===== src/sph_pkg.sv =====
// Shared types and constants of the symbol and pair histogram.
// Field widths, register indexes, reset values and the sequencer state type.
// No dependencies.
`timescale 1ns / 1ps
`default_nettype none

package sph_pkg;

    localparam int SYM_W      = 3;
    localparam int IDX_W      = 3;
    localparam int CNT_OUT_W  = 32;
    localparam int TOT_W      = 38;
    localparam int FACES_W    = 3;
    localparam int LEN_W      = 16;
    localparam int CFG_IDX_W  = 2;
    localparam int CFG_DATA_W = 16;

    localparam int MAX_FACES_DEF  = 7;
    localparam int COUNT_BITS_DEF = 32;

    localparam logic [CFG_IDX_W-1:0] CFG_FACES      = 2'd0;
    localparam logic [CFG_IDX_W-1:0] CFG_BLOCK_LEN  = 2'd1;
    localparam logic [CFG_IDX_W-1:0] CFG_REPORT_IVL = 2'd2;

    localparam logic [FACES_W-1:0] FACES_RST      = 3'd6;
    localparam logic [LEN_W-1:0]   BLOCK_LEN_RST  = 16'd1024;
    localparam logic [LEN_W-1:0]   REPORT_IVL_RST = 16'd1;

    localparam logic KIND_SINGLE = 1'b0;
    localparam logic KIND_PAIR   = 1'b1;

    typedef enum logic [1:0] {
        ST_RUN,
        ST_SUM,
        ST_EMIT
    } t_state;

endpackage

`default_nettype wire


===== src/sph_if.sv =====
// Stream channels of the histogram: symbol words in, count words out.
// Depends on sph_pkg for the field widths.
`timescale 1ns / 1ps
`default_nettype none

interface sph_sym_if;
    logic                       valid;
    logic                       ready;
    logic [sph_pkg::SYM_W-1:0]  symbol;

    modport source (output valid, output symbol, input ready);
    modport sink   (input valid, input symbol, output ready);
endinterface

interface sph_res_if;
    logic                          valid;
    logic                          ready;
    logic                          table_kind;
    logic [sph_pkg::IDX_W-1:0]     row_index;
    logic [sph_pkg::IDX_W-1:0]     col_index;
    logic [sph_pkg::CNT_OUT_W-1:0] count_value;
    logic [sph_pkg::TOT_W-1:0]     table_total;
    logic                          last_of_report;

    modport source (output valid, output table_kind, output row_index, output col_index,
                    output count_value, output table_total, output last_of_report,
                    input ready);
    modport sink   (input valid, input table_kind, input row_index, input col_index,
                    input count_value, input table_total, input last_of_report,
                    output ready);
endinterface

`default_nettype wire


===== src/symbol_and_pair_histogram.sv =====
// Symbol and pair histogram top level: update pipeline and report sequencer.
// Depends on sph_pkg, sph_if (sph_sym_if, sph_res_if) and sph_store.
//
// Usage:
//   i_sym carries one symbol word per handshake (valid and ready high at a
//   rising edge). Symbols 1..faces bump the single table; even/odd pairs in a
//   block bump the pair table. Out-of-range symbols are not counted.
//   o_res carries report words: faces single counts, then faces*faces pair
//   counts in row-major order, each with its table total; last_of_report
//   marks the final pair word.
//   Throughput: one symbol per cycle outside a report, kept up through the
//   read-modify-write of the two count RAMs (read, then write in the next
//   cycle, bypass on overlap). At the end of a reporting block input stops:
//   the final write completes, both tables are summed, then faces + faces*faces
//   words at one per cycle while the receiver takes them. A stalled receiver
//   holds the output register and the sequencer; symbols resume once the
//   last word is loaded, even while it still waits.
//   Reset (synchronous, active low) restores the register defaults and
//   clears the per-entry valid bits, so all counts read zero at once.
//   Configuration via i_cfg_we / i_cfg_idx / i_cfg_data while idle.
`timescale 1ns / 1ps
`default_nettype none

module symbol_and_pair_histogram #(
    parameter int MAX_FACES  = sph_pkg::MAX_FACES_DEF,
    parameter int COUNT_BITS = sph_pkg::COUNT_BITS_DEF
) (
    input  wire logic                           i_clk,
    input  wire logic                           i_rst_n,
    input  wire logic                           i_cfg_we,
    input  wire logic [sph_pkg::CFG_IDX_W-1:0]  i_cfg_idx,
    input  wire logic [sph_pkg::CFG_DATA_W-1:0] i_cfg_data,
    sph_sym_if.sink                             i_sym,
    sph_res_if.source                           o_res
);

    localparam int SGL_AW  = $clog2(MAX_FACES);
    localparam int PAIR_AW = $clog2(MAX_FACES * MAX_FACES);
    localparam logic [COUNT_BITS-1:0] COUNT_MAX = {COUNT_BITS{1'b1}};

    function automatic logic [PAIR_AW-1:0] f_pair_addr(
        input logic [sph_pkg::IDX_W-1:0] row,
        input logic [sph_pkg::IDX_W-1:0] col
    );
        return PAIR_AW'(row) * PAIR_AW'(MAX_FACES) + PAIR_AW'(col);
    endfunction

    // configuration
    logic [sph_pkg::FACES_W-1:0] r_faces;
    logic [sph_pkg::LEN_W-1:0]   r_block_len;
    logic [sph_pkg::LEN_W-1:0]   r_report_ivl;

    always_ff @(posedge i_clk) begin
        if (!i_rst_n) begin
            r_faces      <= sph_pkg::FACES_RST;
            r_block_len  <= sph_pkg::BLOCK_LEN_RST;
            r_report_ivl <= sph_pkg::REPORT_IVL_RST;
        end else if (i_cfg_we) begin
            case (i_cfg_idx)
                sph_pkg::CFG_FACES:      r_faces      <= i_cfg_data[sph_pkg::FACES_W-1:0];
                sph_pkg::CFG_BLOCK_LEN:  r_block_len  <= i_cfg_data[sph_pkg::LEN_W-1:0];
                sph_pkg::CFG_REPORT_IVL: r_report_ivl <= i_cfg_data[sph_pkg::LEN_W-1:0];
                default: ;
            endcase
        end
    end

    logic [sph_pkg::FACES_W-1:0] faces;
    logic [sph_pkg::IDX_W-1:0]   faces_m1;
    logic [sph_pkg::LEN_W-1:0]   len_eff;
    logic [sph_pkg::LEN_W-1:0]   ivl_eff;

    always_comb begin
        if (r_faces < 3'd2) begin
            faces = 3'd2;
        end else if (r_faces > 3'(MAX_FACES)) begin
            faces = 3'(MAX_FACES);
        end else begin
            faces = r_faces;
        end
    end
    assign faces_m1 = faces - 3'd1;
    assign len_eff  = (r_block_len == '0) ? 16'd1 : r_block_len;
    assign ivl_eff  = (r_report_ivl == '0) ? 16'd1 : r_report_ivl;

    // sequencer state
    sph_pkg::t_state           r_state, n_state;
    logic [sph_pkg::IDX_W-1:0] r_row, n_row;
    logic [sph_pkg::IDX_W-1:0] r_col, n_col;
    logic                      r_kind, n_kind;

    // update stage 1
    logic              r_s1_valid;
    logic              r_s1_rep;
    logic              r_s1_sgl_en;
    logic              r_s1_pair_en;
    logic [SGL_AW-1:0]  r_s1_sgl_addr;
    logic [PAIR_AW-1:0] r_s1_pair_addr;

    // stream state
    logic [sph_pkg::LEN_W-1:0] r_pos;
    logic [sph_pkg::SYM_W-1:0] r_held;
    logic                      r_held_vld;
    logic [sph_pkg::LEN_W-1:0] r_btr;

    // output register
    logic                          r_out_valid;
    logic                          r_out_kind;
    logic [sph_pkg::IDX_W-1:0]     r_out_row;
    logic [sph_pkg::IDX_W-1:0]     r_out_col;
    logic [sph_pkg::CNT_OUT_W-1:0] r_out_count;
    logic [sph_pkg::TOT_W-1:0]     r_out_total;
    logic                          r_out_last;

    logic [sph_pkg::TOT_W-1:0] r_sgl_total;
    logic [sph_pkg::TOT_W-1:0] r_pair_total;

    // stage 0: decode the accepted symbol
    logic                      accept;
    logic [sph_pkg::SYM_W-1:0] sym;
    logic [sph_pkg::SYM_W-1:0] sym_m1;
    logic                      sym_ok;
    logic                      pair_ok;
    logic [sph_pkg::LEN_W-1:0] pos_inc;
    logic                      blk_end;
    logic                      rep_now;
    logic [SGL_AW-1:0]         upd_sgl_addr;
    logic [PAIR_AW-1:0]        upd_pair_addr;

    assign i_sym.ready = (r_state == sph_pkg::ST_RUN) && !(r_s1_valid && r_s1_rep);
    assign accept      = i_sym.valid && i_sym.ready;
    assign sym         = i_sym.symbol;
    assign sym_m1      = sym - 3'd1;
    assign sym_ok      = (sym >= 3'd1) && (sym <= faces);
    assign pair_ok     = sym_ok && r_pos[0] && r_held_vld && (r_held < faces);
    assign pos_inc     = r_pos + 16'd1;
    assign blk_end     = (pos_inc >= len_eff) || (pos_inc == '0);
    assign rep_now     = blk_end && (r_btr <= 16'd1);

    assign upd_sgl_addr  = sym_ok ? SGL_AW'(sym_m1) : '0;
    assign upd_pair_addr = pair_ok ? f_pair_addr(r_held, sym_m1) : '0;

    always_ff @(posedge i_clk) begin
        if (!i_rst_n) begin
            r_pos        <= '0;
            r_held       <= '0;
            r_held_vld   <= 1'b0;
            r_btr        <= sph_pkg::REPORT_IVL_RST;
            r_s1_valid   <= 1'b0;
            r_s1_rep     <= 1'b0;
            r_s1_sgl_en  <= 1'b0;
            r_s1_pair_en <= 1'b0;
        end else begin
            r_s1_valid <= accept;
            if (accept) begin
                r_s1_rep     <= rep_now;
                r_s1_sgl_en  <= sym_ok;
                r_s1_pair_en <= pair_ok;
                if (!r_pos[0]) begin
                    r_held     <= sym_ok ? sym_m1 : '0;
                    r_held_vld <= sym_ok && !blk_end;
                end else begin
                    r_held_vld <= 1'b0;
                end
                if (blk_end) begin
                    r_pos <= '0;
                    r_btr <= (r_btr <= 16'd1) ? ivl_eff : r_btr - 16'd1;
                end else begin
                    r_pos <= pos_inc;
                end
            end
        end
        if (accept) begin
            r_s1_sgl_addr  <= upd_sgl_addr;
            r_s1_pair_addr <= upd_pair_addr;
        end
    end

    // count stores
    logic [SGL_AW-1:0]     sgl_rd_addr;
    logic [PAIR_AW-1:0]    pair_rd_addr;
    logic [COUNT_BITS-1:0] sgl_rd;
    logic [COUNT_BITS-1:0] pair_rd;
    logic                  sgl_we;
    logic                  pair_we;
    logic [COUNT_BITS-1:0] sgl_wdata;
    logic [COUNT_BITS-1:0] pair_wdata;

    assign sgl_we     = r_s1_valid && r_s1_sgl_en;
    assign pair_we    = r_s1_valid && r_s1_pair_en;
    assign sgl_wdata  = (sgl_rd == COUNT_MAX) ? sgl_rd : sgl_rd + 1'b1;
    assign pair_wdata = (pair_rd == COUNT_MAX) ? pair_rd : pair_rd + 1'b1;

    always_comb begin
        case (n_state)
            sph_pkg::ST_RUN: begin
                sgl_rd_addr  = upd_sgl_addr;
                pair_rd_addr = upd_pair_addr;
            end
            sph_pkg::ST_SUM: begin
                sgl_rd_addr  = SGL_AW'(n_col);
                pair_rd_addr = f_pair_addr(n_row, n_col);
            end
            default: begin
                sgl_rd_addr  = SGL_AW'(n_row);
                pair_rd_addr = f_pair_addr(n_row, n_col);
            end
        endcase
    end

    sph_store #(
        .WIDTH (COUNT_BITS),
        .DEPTH (MAX_FACES)
    ) u_sgl_store (
        .i_clk     (i_clk),
        .i_rst_n   (i_rst_n),
        .i_rd_addr (sgl_rd_addr),
        .i_we      (sgl_we),
        .i_wr_addr (r_s1_sgl_addr),
        .i_wr_data (sgl_wdata),
        .o_rd_data (sgl_rd)
    );

    sph_store #(
        .WIDTH (COUNT_BITS),
        .DEPTH (MAX_FACES * MAX_FACES)
    ) u_pair_store (
        .i_clk     (i_clk),
        .i_rst_n   (i_rst_n),
        .i_rd_addr (pair_rd_addr),
        .i_we      (pair_we),
        .i_wr_addr (r_s1_pair_addr),
        .i_wr_data (pair_wdata),
        .o_rd_data (pair_rd)
    );

    // report sequencer
    logic out_load;
    logic row_last;
    logic col_last;

    assign out_load = (r_state == sph_pkg::ST_EMIT) && (!r_out_valid || o_res.ready);
    assign row_last = (r_row == faces_m1);
    assign col_last = (r_col == faces_m1);

    always_comb begin
        n_state = r_state;
        case (r_state)
            sph_pkg::ST_RUN: begin
                if (r_s1_valid && r_s1_rep) begin
                    n_state = sph_pkg::ST_SUM;
                end
            end
            sph_pkg::ST_SUM: begin
                if (row_last && col_last) begin
                    n_state = sph_pkg::ST_EMIT;
                end
            end
            sph_pkg::ST_EMIT: begin
                if (out_load && (r_kind == sph_pkg::KIND_PAIR) && row_last && col_last) begin
                    n_state = sph_pkg::ST_RUN;
                end
            end
            default: n_state = sph_pkg::ST_RUN;
        endcase
    end

    always_comb begin
        n_row  = r_row;
        n_col  = r_col;
        n_kind = r_kind;
        case (r_state)
            sph_pkg::ST_RUN: begin
                n_row  = '0;
                n_col  = '0;
                n_kind = sph_pkg::KIND_SINGLE;
            end
            sph_pkg::ST_SUM: begin
                if (col_last) begin
                    n_col = '0;
                    n_row = row_last ? '0 : r_row + 3'd1;
                end else begin
                    n_col = r_col + 3'd1;
                end
            end
            sph_pkg::ST_EMIT: begin
                if (out_load) begin
                    if (r_kind == sph_pkg::KIND_SINGLE) begin
                        if (row_last) begin
                            n_row  = '0;
                            n_kind = sph_pkg::KIND_PAIR;
                        end else begin
                            n_row = r_row + 3'd1;
                        end
                    end else if (col_last) begin
                        n_col = '0;
                        n_row = row_last ? '0 : r_row + 3'd1;
                    end else begin
                        n_col = r_col + 3'd1;
                    end
                end
            end
            default: ;
        endcase
    end

    always_ff @(posedge i_clk) begin
        if (!i_rst_n) begin
            r_state     <= sph_pkg::ST_RUN;
            r_row       <= '0;
            r_col       <= '0;
            r_kind      <= sph_pkg::KIND_SINGLE;
            r_out_valid <= 1'b0;
        end else begin
            r_state <= n_state;
            r_row   <= n_row;
            r_col   <= n_col;
            r_kind  <= n_kind;
            if (out_load) begin
                r_out_valid <= 1'b1;
            end else if (o_res.ready) begin
                r_out_valid <= 1'b0;
            end
        end
    end

    // totals and output payload
    always_ff @(posedge i_clk) begin
        if (r_state == sph_pkg::ST_RUN) begin
            r_sgl_total  <= '0;
            r_pair_total <= '0;
        end else if (r_state == sph_pkg::ST_SUM) begin
            r_pair_total <= r_pair_total + sph_pkg::TOT_W'(pair_rd);
            if (r_row == '0) begin
                r_sgl_total <= r_sgl_total + sph_pkg::TOT_W'(sgl_rd);
            end
        end
        if (out_load) begin
            r_out_kind  <= r_kind;
            r_out_row   <= r_row;
            r_out_col   <= (r_kind == sph_pkg::KIND_PAIR) ? r_col : '0;
            r_out_count <= (r_kind == sph_pkg::KIND_PAIR) ? sph_pkg::CNT_OUT_W'(pair_rd)
                                                          : sph_pkg::CNT_OUT_W'(sgl_rd);
            r_out_total <= (r_kind == sph_pkg::KIND_PAIR) ? r_pair_total : r_sgl_total;
            r_out_last  <= (r_kind == sph_pkg::KIND_PAIR) && row_last && col_last;
        end
    end

    assign o_res.valid          = r_out_valid;
    assign o_res.table_kind     = r_out_kind;
    assign o_res.row_index      = r_out_row;
    assign o_res.col_index      = r_out_col;
    assign o_res.count_value    = r_out_count;
    assign o_res.table_total    = r_out_total;
    assign o_res.last_of_report = r_out_last;

    // checks
    a_no_update_in_report: assert property (@(posedge i_clk) disable iff (!i_rst_n)
        (r_state != sph_pkg::ST_RUN) |-> !r_s1_valid)
        else $error("update pending during report");

    a_report_starts: assert property (@(posedge i_clk) disable iff (!i_rst_n)
        (r_state == sph_pkg::ST_RUN && r_s1_valid && r_s1_rep) |=> (r_state == sph_pkg::ST_SUM))
        else $error("report did not start after block end");

    a_last_is_pair: assert property (@(posedge i_clk) disable iff (!i_rst_n)
        (o_res.valid && o_res.last_of_report) |-> (o_res.table_kind == sph_pkg::KIND_PAIR))
        else $error("last word is not a pair count");

    a_emit_only_in_report: assert property (@(posedge i_clk) disable iff (!i_rst_n)
        (!r_out_valid && $past(i_rst_n) && $past(r_state == sph_pkg::ST_RUN)
            && (r_state == sph_pkg::ST_RUN)) |=> !r_out_valid)
        else $error("output word outside a report");

endmodule

`default_nettype wire


===== src/sph_ram.sv =====
// Generic single-write, single-read RAM with a registered read port.
// No dependencies.
`timescale 1ns / 1ps
`default_nettype none

module sph_ram #(
    parameter int WIDTH = 32,
    parameter int DEPTH = 7
) (
    input  wire logic                     i_clk,
    input  wire logic                     i_we,
    input  wire logic [$clog2(DEPTH)-1:0] i_wr_addr,
    input  wire logic [WIDTH-1:0]         i_wr_data,
    input  wire logic [$clog2(DEPTH)-1:0] i_rd_addr,
    output logic      [WIDTH-1:0]         o_rd_data
);

    logic [WIDTH-1:0] r_mem [DEPTH];

    always_ff @(posedge i_clk) begin
        if (i_we) begin
            r_mem[i_wr_addr] <= i_wr_data;
        end
        o_rd_data <= r_mem[i_rd_addr];
    end

endmodule

`default_nettype wire


===== src/sph_store.sv =====
// Count store: RAM plus per-entry valid bits and a same-edge write bypass.
// Entries never written read as zero. Depends on sph_ram.
`timescale 1ns / 1ps
`default_nettype none

module sph_store #(
    parameter int WIDTH = 32,
    parameter int DEPTH = 7
) (
    input  wire logic                     i_clk,
    input  wire logic                     i_rst_n,
    input  wire logic [$clog2(DEPTH)-1:0] i_rd_addr,
    input  wire logic                     i_we,
    input  wire logic [$clog2(DEPTH)-1:0] i_wr_addr,
    input  wire logic [WIDTH-1:0]         i_wr_data,
    output logic      [WIDTH-1:0]         o_rd_data
);

    logic [DEPTH-1:0] r_vld;
    logic             r_rd_vld;
    logic             r_byp_hit;
    logic [WIDTH-1:0] r_byp_data;
    logic [WIDTH-1:0] ram_data;
    logic             same_addr;

    assign same_addr = i_we && (i_wr_addr == i_rd_addr);

    sph_ram #(
        .WIDTH (WIDTH),
        .DEPTH (DEPTH)
    ) u_ram (
        .i_clk     (i_clk),
        .i_we      (i_we),
        .i_wr_addr (i_wr_addr),
        .i_wr_data (i_wr_data),
        .i_rd_addr (i_rd_addr),
        .o_rd_data (ram_data)
    );

    always_ff @(posedge i_clk) begin
        if (!i_rst_n) begin
            r_vld     <= '0;
            r_rd_vld  <= 1'b0;
            r_byp_hit <= 1'b0;
        end else begin
            if (i_we) begin
                r_vld[i_wr_addr] <= 1'b1;
            end
            r_rd_vld  <= r_vld[i_rd_addr] | same_addr;
            r_byp_hit <= same_addr;
        end
        r_byp_data <= i_wr_data;
    end

    always_comb begin
        if (r_byp_hit) begin
            o_rd_data = r_byp_data;
        end else if (r_rd_vld) begin
            o_rd_data = ram_data;
        end else begin
            o_rd_data = '0;
        end
    end

endmodule

`default_nettype wire

===== src/flat_wrapper.sv =====
// flat-port wrapper written by rule: the top's interface ports become plain ports
module symbol_and_pair_histogram_flat 
#(
    parameter int MAX_FACES  = sph_pkg::MAX_FACES_DEF,
    parameter int COUNT_BITS = sph_pkg::COUNT_BITS_DEF
)
  (i_clk, i_rst_n, i_cfg_we, i_cfg_idx, i_cfg_data, i_sym_valid, i_sym_symbol, i_sym_ready, o_res_valid, o_res_table_kind, o_res_row_index, o_res_col_index, o_res_count_value, o_res_table_total, o_res_last_of_report, o_res_ready);
  sph_sym_if i_sym_i ();
  sph_res_if o_res_i ();
  input  wire logic i_clk;
  input  wire logic i_rst_n;
  input  wire logic i_cfg_we;
  input  wire logic [sph_pkg::CFG_IDX_W-1:0] i_cfg_idx;
  input  wire logic [sph_pkg::CFG_DATA_W-1:0] i_cfg_data;
  input wire logic [$bits(i_sym_i.valid)-1:0] i_sym_valid;
  input wire logic [$bits(i_sym_i.symbol)-1:0] i_sym_symbol;
  output wire logic [$bits(i_sym_i.ready)-1:0] i_sym_ready;
  output wire logic [$bits(o_res_i.valid)-1:0] o_res_valid;
  output wire logic [$bits(o_res_i.table_kind)-1:0] o_res_table_kind;
  output wire logic [$bits(o_res_i.row_index)-1:0] o_res_row_index;
  output wire logic [$bits(o_res_i.col_index)-1:0] o_res_col_index;
  output wire logic [$bits(o_res_i.count_value)-1:0] o_res_count_value;
  output wire logic [$bits(o_res_i.table_total)-1:0] o_res_table_total;
  output wire logic [$bits(o_res_i.last_of_report)-1:0] o_res_last_of_report;
  input wire logic [$bits(o_res_i.ready)-1:0] o_res_ready;
  assign i_sym_i.valid = i_sym_valid;
  assign i_sym_i.symbol = i_sym_symbol;
  assign i_sym_ready = i_sym_i.ready;
  assign o_res_valid = o_res_i.valid;
  assign o_res_table_kind = o_res_i.table_kind;
  assign o_res_row_index = o_res_i.row_index;
  assign o_res_col_index = o_res_i.col_index;
  assign o_res_count_value = o_res_i.count_value;
  assign o_res_table_total = o_res_i.table_total;
  assign o_res_last_of_report = o_res_i.last_of_report;
  assign o_res_i.ready = o_res_ready;
  symbol_and_pair_histogram #(.MAX_FACES(MAX_FACES), .COUNT_BITS(COUNT_BITS)) u_core (.i_clk(i_clk), .i_rst_n(i_rst_n), .i_cfg_we(i_cfg_we), .i_cfg_idx(i_cfg_idx), .i_cfg_data(i_cfg_data), .i_sym(i_sym_i), .o_res(o_res_i));
endmodule

===== config.mk =====
export PLATFORM = sky130hd
export DESIGN_NAME = symbol_and_pair_histogram_flat
export DESIGN_NICKNAME = d
export VERILOG_FILES = /design/src/sph_pkg.sv /design/src/sph_if.sv /design/src/symbol_and_pair_histogram.sv /design/src/sph_ram.sv /design/src/sph_store.sv /design/src/flat_wrapper.sv
export SDC_FILE = /design/constraint.sdc
export NUM_CORES = 2
export LEC_CHECK = 0
export BUFFER_PORTS_ARGS = -buffer_cell sky130_fd_sc_hd__buf_4
export CAP_MARGIN = 10
export CELL_PAD_IN_SITES_DETAIL_PLACEMENT = 0
export CELL_PAD_IN_SITES_GLOBAL_PLACEMENT = 1
export CORE_ASPECT_RATIO = 0.8
export CORE_MARGIN = 1
export CORE_UTILIZATION = 45
export DETAILED_ROUTE_END_ITERATION = 10
export PLACE_DENSITY = 0.74
export SLEW_MARGIN = 20
export SYNTH_ARGS = -nofsm -noshare
export SYNTH_HDL_FRONTEND = slang
export SYNTH_HIERARCHICAL = 1
export SYNTH_SLANG_ARGS = --single-unit
export TNS_END_PERCENT = 30

===== constraint.sdc =====
create_clock -name i_clk -period 10.9 [get_ports i_clk]
set_clock_uncertainty 0.15 [all_clocks]
set_input_delay 1.09 -clock i_clk [delete_from_list [all_inputs] [get_ports i_clk]]
set_output_delay 1.09 -clock i_clk [all_outputs]
set_load 0.01 [all_outputs]

[Word-level counts from Yosys, hierarchy flattened]
Memories as Yosys holds them, arrays and structs flattened. A register that Yosys moved wholly into a read port is not among the register bits.
Index checks and enable logic that the tools add are counted.
Storage, ports and cells
  memory bits (writable): 1792
  register bits: 372
  bits of input ports: 26
  logic and storage cells: 173
  latch bits: 0
  bits in read-only memories: 0
  memories kept: 2
Memory list
  u_core.u_pair_store.u_ram.r_mem: depth 49, width 32, read ports 1, clocked after memory_dff 1, write ports 1, RTL line sph_ram.sv:18  | logic [WIDTH-1:0] r_mem [DEPTH];
  u_core.u_sgl_store.u_ram.r_mem: depth 7, width 32, read ports 1, clocked after memory_dff 1, write ports 1, RTL line sph_ram.sv:18
Operators by class
  bitwise logic cells: 5
  reductions and logical operators: 43
  add/subtract/negate cells: 12
  multiplexer cells: 50
  shift operators: 0
  eq/ne operators: 12
  multiply operators: 2
  divide/modulo/power cells: 0
  $lt $le $gt $ge: 13
Operators with widths (number)
  2-to-1 mux 32 bit: 7
  adder 38 x 32 -> 38 bit: 2
  adder 32 x 1 -> 32 bit (second input constant): 2
  == test 32 bit (second input constant): 2
  2-to-1 mux 16 bit: 4
  OR 49 bit: 1
  zero test 16 bit: 3
  2-to-1 mux 38 bit: 1
  2-to-1 mux 3 bit: 10
  logical AND 1 bit: 22
  case mux 3 bit (3 select lines): 2
  adder 16 x 1 -> 16 bit (second input constant): 1
  greater-or-equal comparator 16 bit: 1
  <= comparator 16 x 1 -> 1 bit (second input constant): 1
  subtractor 16 x 1 -> 16 bit (second input constant): 1
  less-than comparator 6 x 7 -> 1 bit (second input constant): 2
  2-to-1 mux 1 bit: 14
  AND reduction 2 bit: 7
  adder 6 x 3 -> 6 bit: 2
  multiplier 3 x 3 -> 6 bit (second input constant): 2
  2-to-1 mux 6 bit: 2
  == test 3 bit: 3
  less-than comparator 3 x 4 -> 1 bit (second input constant): 2
  OR 7 bit: 1
  other kinds (27): 42

[Longest topological paths before layout]
  depth after elaboration: 16
  mapped depth: 30
  depth with buffers taken out: 27

[Modules after synthesis]
Netlist, hierarchy kept.
Modules (own cells, without submodules)
  sph_ram at u_core.u_pair_store.u_ram: area each 60399.2 µm², cells each 2679, sequential area each 47725.8 µm², times used 1
  symbol_and_pair_histogram: area each 16544.6 µm², cells each 1870, sequential area each 5835.6 µm², times used 1
  sph_ram at u_core.u_sgl_store.u_ram: area each 9844.4 µm², cells each 491, sequential area each 7367.1 µm², times used 1
  sph_store at u_core.u_pair_store: area each 3383.2 µm², cells each 314, sequential area each 1661.6 µm², times used 1
  sph_store at u_core.u_sgl_store: area each 1348.8 µm², cells each 114, sequential area each 820.8 µm², times used 1

[Worst setup path after synthesis]
OpenSTA, ideal clock, no wires.
  path type: input -> register
  from: input o_res_ready
  to: register u_core.u_pair_store.u_ram.o_rd_data[12], read port of u_core.u_pair_store.u_ram.r_mem
  stages: 21
  required time: 10.633 ns
  arrival: 8.814 ns
  buffers on the path: 3
  library setup time: 0.117 ns
  setup slack: 1.820 ns
  path through: nor2b_1 nor2_1 a21oi_1 a21oi_1 fa_1 inv_1 fa_1 fa_1 inv_1 a21o_1 a21oi_1 xnor2_1 mux2_2 and2_1 buf_2 nor2b_1 buf_2 clkbuf_1 a221oi_1 a31oi_1 o22a_1
On the way
  elaborated cells on any way between the ends: 15
  those cells by class: add/sub (1); mul (1); mux (7); reduce/logical (6)
RTL lines
  start: declaration: RTL line flat_wrapper.sv:25  | input wire logic [$bits(o_res_i.ready)-1:0] o_res_ready;
  logical OR 1 bit: RTL line symbol_and_pair_histogram.sv:242  | assign out_load = (r_state == sph_pkg::ST_EMIT) && (!r_out_valid || o_res.ready);
  logical AND 1 bit: RTL line symbol_and_pair_histogram.sv:242
  via u_core.out_load: RTL line symbol_and_pair_histogram.sv:238  | logic out_load;
  2-to-1 mux 3 bit: RTL line symbol_and_pair_histogram.sv:287  | if (out_load) begin
  case mux 3 bit (3 select lines): RTL line symbol_and_pair_histogram.sv:272  | case (r_state)
  via u_core.n_row (one bit): RTL line symbol_and_pair_histogram.sv:88  | logic [sph_pkg::IDX_W-1:0] r_row, n_row;
  multiplier 3 x 3 -> 6 bit: RTL line symbol_and_pair_histogram.sv:45  | return PAIR_AW'(row) * PAIR_AW'(MAX_FACES) + PAIR_AW'(col);
  adder 6 x 3 -> 6 bit: RTL line symbol_and_pair_histogram.sv:45
  2-to-1 mux 6 bit
  via u_core.pair_rd_addr[5]: RTL line symbol_and_pair_histogram.sv:181  | logic [PAIR_AW-1:0] pair_rd_addr;
  end: declaration: RTL line sph_ram.sv:15  | output logic [WIDTH-1:0] o_rd_data
The timed path passes the listed nets, and every way through them passes these cells.
A chain may end at the register's enable or synchronous reset.

[Worst setup path in the final report]
  from: register u_core/r_faces[2] (netlist name)
  to: register u_core.u_pair_store.u_ram.o_rd_data[23], read port of u_core.u_pair_store.u_ram.r_mem
On the way
  cells in the longest elaborated chain, start to end: 13
  elaborated cells on any way between the ends: 33
  those cells by class: add/sub (2); mul (1); order compare (4); eq/ne (2); mux (16); reduce/logical (8)
Ends and longest elaborated chain
  start: declaration: RTL line symbol_and_pair_histogram.sv:49  | logic [sph_pkg::FACES_W-1:0] r_faces;
  start signal: assignment: RTL line symbol_and_pair_histogram.sv:55  | r_faces <= sph_pkg::FACES_RST;
  start signal: assignment: RTL line symbol_and_pair_histogram.sv:60  | sph_pkg::CFG_FACES: r_faces <= i_cfg_data[sph_pkg::FACES_W-1:0];
  > comparator 3 bit: RTL line symbol_and_pair_histogram.sv:76  | end else if (r_faces > 3'(MAX_FACES)) begin
  2-to-1 mux 3 bit: RTL line symbol_and_pair_histogram.sv:76
  2-to-1 mux 3 bit *: RTL line symbol_and_pair_histogram.sv:74  | if (r_faces < 3'd2) begin
  subtractor 3 x 1 -> 3 bit *: RTL line symbol_and_pair_histogram.sv:82  | assign faces_m1 = faces - 3'd1;
  == test 3 bit: RTL line symbol_and_pair_histogram.sv:243  | assign row_last = (r_row == faces_m1);
  2-to-1 mux 3 bit: RTL line symbol_and_pair_histogram.sv:281, symbol_and_pair_histogram.sv:289, symbol_and_pair_histogram.sv:297
  2-to-1 mux 3 bit: RTL line symbol_and_pair_histogram.sv:279, symbol_and_pair_histogram.sv:295
  2-to-1 mux 3 bit: RTL line symbol_and_pair_histogram.sv:288  | if (r_kind == sph_pkg::KIND_SINGLE) begin
  2-to-1 mux 3 bit: RTL line symbol_and_pair_histogram.sv:287
  case mux 3 bit (3 select lines) *: RTL line symbol_and_pair_histogram.sv:272
  via u_core.n_row (one bit): RTL line symbol_and_pair_histogram.sv:88
  multiplier 3 x 3 -> 6 bit *: RTL line symbol_and_pair_histogram.sv:45
  adder 6 x 3 -> 6 bit *: RTL line symbol_and_pair_histogram.sv:45
  2-to-1 mux 6 bit *
  via u_core.pair_rd_addr[5]: RTL line symbol_and_pair_histogram.sv:181
The timed path passes the listed nets; every way through them passes the cells marked *.

==> out/qor.txt <==
Ratio of cells with drive above 1 in the final layout: 21.72%
Routed WL per cell: 28.39 um
CP max stage delay: 0.81 ns
Number of fillers in the final layout: 16300
Post-route insts no fill: 8513
Max VDD drop: 0.1660 mV
RSZ-0062 raised after global routing: false
Net Count, Synth: 5620
FFs w/ async S/R, synth: 0%
Final TNS setup: 0 ns
Hold depth: 1
Leakage: 31.60 nW
Vias in the first global route: 49490
EDFF count, synth: 1879
TritonCTS Buffers: 207
Initial Util: 45.44%
Min Tclk post-route: 8.047 ns
Routability Congestion: 0.8937
Die width: 506.2 um
Top cells by area, synth: edfxtp_1 62%, mux4_2 8.7%, dfxtp_1 7.6%
Initial antenna violation count: 15
WHS Endpoint: u_core/u_pair_store/r_vld[11]
Number of clock sinks: 2228
First-pass GRT wire length: 348200 um
Die Height: 405.4 um
Post-synthesis cell type count: 114
Total track usage: 23.28%
Max-cap violations: 0
Postcts setup bufs: 0
Register area: 0.06342 mm^2
Worst Tran Pin Value: 1.322 ns
Clock latency on the worst-skew pair: 0.87 ns
Worst setup EP type: register
Setup crit start: u_core/r_faces[2]
Dominant cell type by area after synthesis: edfxtp_1
Yosys top cell area share: 61.65%
Hold-fix buffers, CTS: 0
Reg2Reg Capture Point: u_core/u_pair_store/u_ram/o_rd_data[23]
WP data arrival: 8.68 ns
Cell Pwr Density: 164.3 mW/mm^2
CTS tree: built
Longest Clk Path Bufs: 3
Clock Pin Slew Worst Setup and Hold Paths: 0.07 ns
Top Ports: 106
Critical path class: reg2reg
Worst Hold Class: reg2reg
Drt first pass iters: 6
H-tree depth: 4
Synthesized netlist cell count: 5468
Input/output buffers: 105
Post-CTS Resized: 0
Yosys warning total: 6
Routed Antenna Nets: 0
Startpoint Class: register
Worst slew margin: 11.85%
Nets: 5794
Root Buffer: clkbuf_16
DRC: 0
Total power: 16.92 mW
Synthesized area: 0.09152 mm^2
Synth Flop Type: edfxtp_1
Final setup fails: 0
Register area share after synthesis: 69.29%
Hold Crit Start: u_core/u_pair_store/r_vld[11]
Core Region: 0.2014 mm^2
Cell Rows: 147
Worst path slowest cell: and2_1
Fin. Hold Viols: 0
Syn_area_per_cell: 16.74 um^2
FF+latch count, synth: 2228
Worst R2R Setup Slack: 2.85 ns
Die area: 0.2052 mm^2
R2R depth: 25
Period utilization: 73.82%
HPWL after DPL: 146400 um
Dpl cells: 8114
Maximum fanout along the worst path: 35
Max Fclk: 0.1243 GHz
Via density: 6.070
Post-Route WL: 241700 um
Critical Path RT: 11.54 ns
Status: finished clean
Largest net degree at the start of global routing: 132
Final count of pins violating max slew: 0
Layout Area Growth over Synthesis: 12.48%
Iter 0 DRT Violations: 6635
Vias: 51670
Final global-route overflow total: 0
R2R Path Start: u_core/r_faces[2]
Footprint of the multi-input gates: 0.02709 mm^2
## state kept, by name (all words and copies together) (netlist names), 6 cells and up
| register | flops |
|---|---|
| u_core/u_sgl_store/u_ram/o_rd_data | 32 |
| u_core/u_pair_store/r_vld | 49 |
| u_core/u_sgl_store/r_vld | 7 |
| u_core/r_s1_pair_addr | 6 |
| u_core/u_pair_store/u_ram/r_mem | 1568 |
| u_core/r_sgl_total | 38 |
| u_core/r_btr | 16 |
| u_core/o_res.table_total | 38 |
| u_core/u_sgl_store/r_byp_data | 32 |
| u_core/u_pair_store/r_byp_data | 32 |
| u_core/r_pos | 16 |
| u_core/u_sgl_store/u_ram/r_mem | 224 |
| u_core/r_report_ivl | 16 |
| u_core/o_res.count_value | 32 |
| u_core/r_pair_total | 38 |
| u_core/r_block_len | 16 |
| u_core/u_pair_store/u_ram/o_rd_data | 32 |
## layout make-up
class | count | area share [%]
clock inverter | 123 | 1.162
multi-input combinational | 2862 | 26.32
timing repair buffer | 262 | 1.991
clock buffer | 268 | 5.354
inverter | 81 | 0.2954
tap | 2682 | 3.260
antenna | 7 | 0.01702
sequential | 2228 | 61.60
## synth_stat cells (31+ instances only)
master    number
a22o_1        84
a22oi_1      115
a21o_1        50
nor2b_1       58
a21oi_1      156
dfxtp_1      349
edfxtp_1    1879
a21boi_0      41
mux2i_1      128
mux2_2       115
nor3_1        34
o21a_1        39
o21ai_0       79
nand2_1      393
xor2_1        59
buf_2         82
xnor2_1      103
buf_6         31
inv_1         79
mux4_2       353
nand2b_1      59
a31oi_1       31
ha_1         116
nor2_1       193
buf_4         31
and2_1        38
clkbuf_1     132
nand3_1       79
## logic make-up (layout without fill, tap and decap cells)
logic type / count (synthesis) / in the layout / synth area share [%]
compound gates: 917 / 917 / 7.552
xor+xnor: 163 / 163 / 1.568
fa+ha+maj: 126 / 126 / 1.805
buf+inv: 378 / 734 / 2.138
flops: 2228 / 2228 / 69.29
mux: 636 / 636 / 12.22
other cells: 0 / 7 / 0
simple gates: 1020 / 1020 / 5.436
## critical path: cells and delay by family, from the launching register on
kind | cells | cell delay, ns
flops | 1 | 0.35
xor+xnor | 3 | 0.59
compound gates | 10 | 2.09
mux | 1 | 0.49
buf+inv | 4 | 0.67
fa+ha+maj | 4 | 1.70
simple gates | 3 | 1.89
## cell usage in the layout (no fill, tap or decap), types with 32 or more instances in the layout
| master | instances |
|---|---|
| nor3_1 | 32 |
| a21boi_0 | 41 |
| mux2i_1 | 128 |
| nand2_1 | 393 |
| buf_4 | 256 |
| clkbuf_16 | 209 |
| nor2_1 | 134 |
| clkinv_2 | 36 |
| xnor2_1 | 84 |
| a21o_1 | 50 |
| nand3_1 | 79 |
| mux2_4 | 32 |
| and2_1 | 38 |
| a22oi_1 | 115 |
| nor2b_1 | 52 |
| o21a_1 | 39 |
| edfxtp_1 | 1879 |
| clkinv_1 | 46 |
| o21ai_0 | 77 |
| clkbuf_1 | 53 |
| nand2b_1 | 59 |
| mux4_2 | 353 |
| dfxtp_1 | 347 |
| a21oi_1 | 156 |
| inv_1 | 79 |
| nor2_4 | 57 |
| a22o_1 | 84 |
| ha_1 | 116 |
| xor2_1 | 48 |
| mux2_2 | 110 |
## report_power, final
part / switching, mW / total, mW / internal [mW] / leakage (nW)
Clock: 3.23 / 7.14 / 3.91 / 3.24
Combinational: 0.348 / 0.556 / 0.208 / 9.98
Sequential: 0.0380 / 9.22 / 9.18 / 18.4
## metal layers
layer / GRT usage, % / wire length (um) / vias to the layer above
li1: - / - / 22010
met1: 35.46 / 106800 / 26900
met2: 33.86 / 105600 / 2445
met3: 4.994 / 24370 / 307
met4: 5.710 / 4944 / 4
met5: 0 / 22 / -
## worst max path at each step
stage	end	depth (start not counted)	slack (ns)
2_1_floorplan	u_core/u_pair_store/u_ram/o_rd_data[12]	21	1.82
3_3_place_gp	u_core/u_pair_store/u_ram/o_rd_data[23]	25	3.07
3_5_place_dp	u_core/u_pair_store/u_ram/o_rd_data[23]	25	2.96
4_1_cts	u_core/u_pair_store/u_ram/o_rd_data[23]	25	2.92
5_1_grt	u_core/u_pair_store/u_ram/o_rd_data[23]	25	2.33
6_report	u_core/u_pair_store/u_ram/o_rd_data[23]	25	2.85
## metrics by stage
step                      utilization [%]  hold WS (ns)  instance area [um^2]  setup slack, ns
final                               51.11        0.3067                102900            2.853
after global routing                51.10        0.3224                102900            2.334
after CTS                           51.08        0.2987                102900            2.916
after detailed placement            47.75        0.2950                 96160            2.957
after global placement              47.75        0.2905                 96160            3.068
after floorplan                         -        0.2564                 91520            1.820
Note: power is estimated with default switching activity, not from simulation.
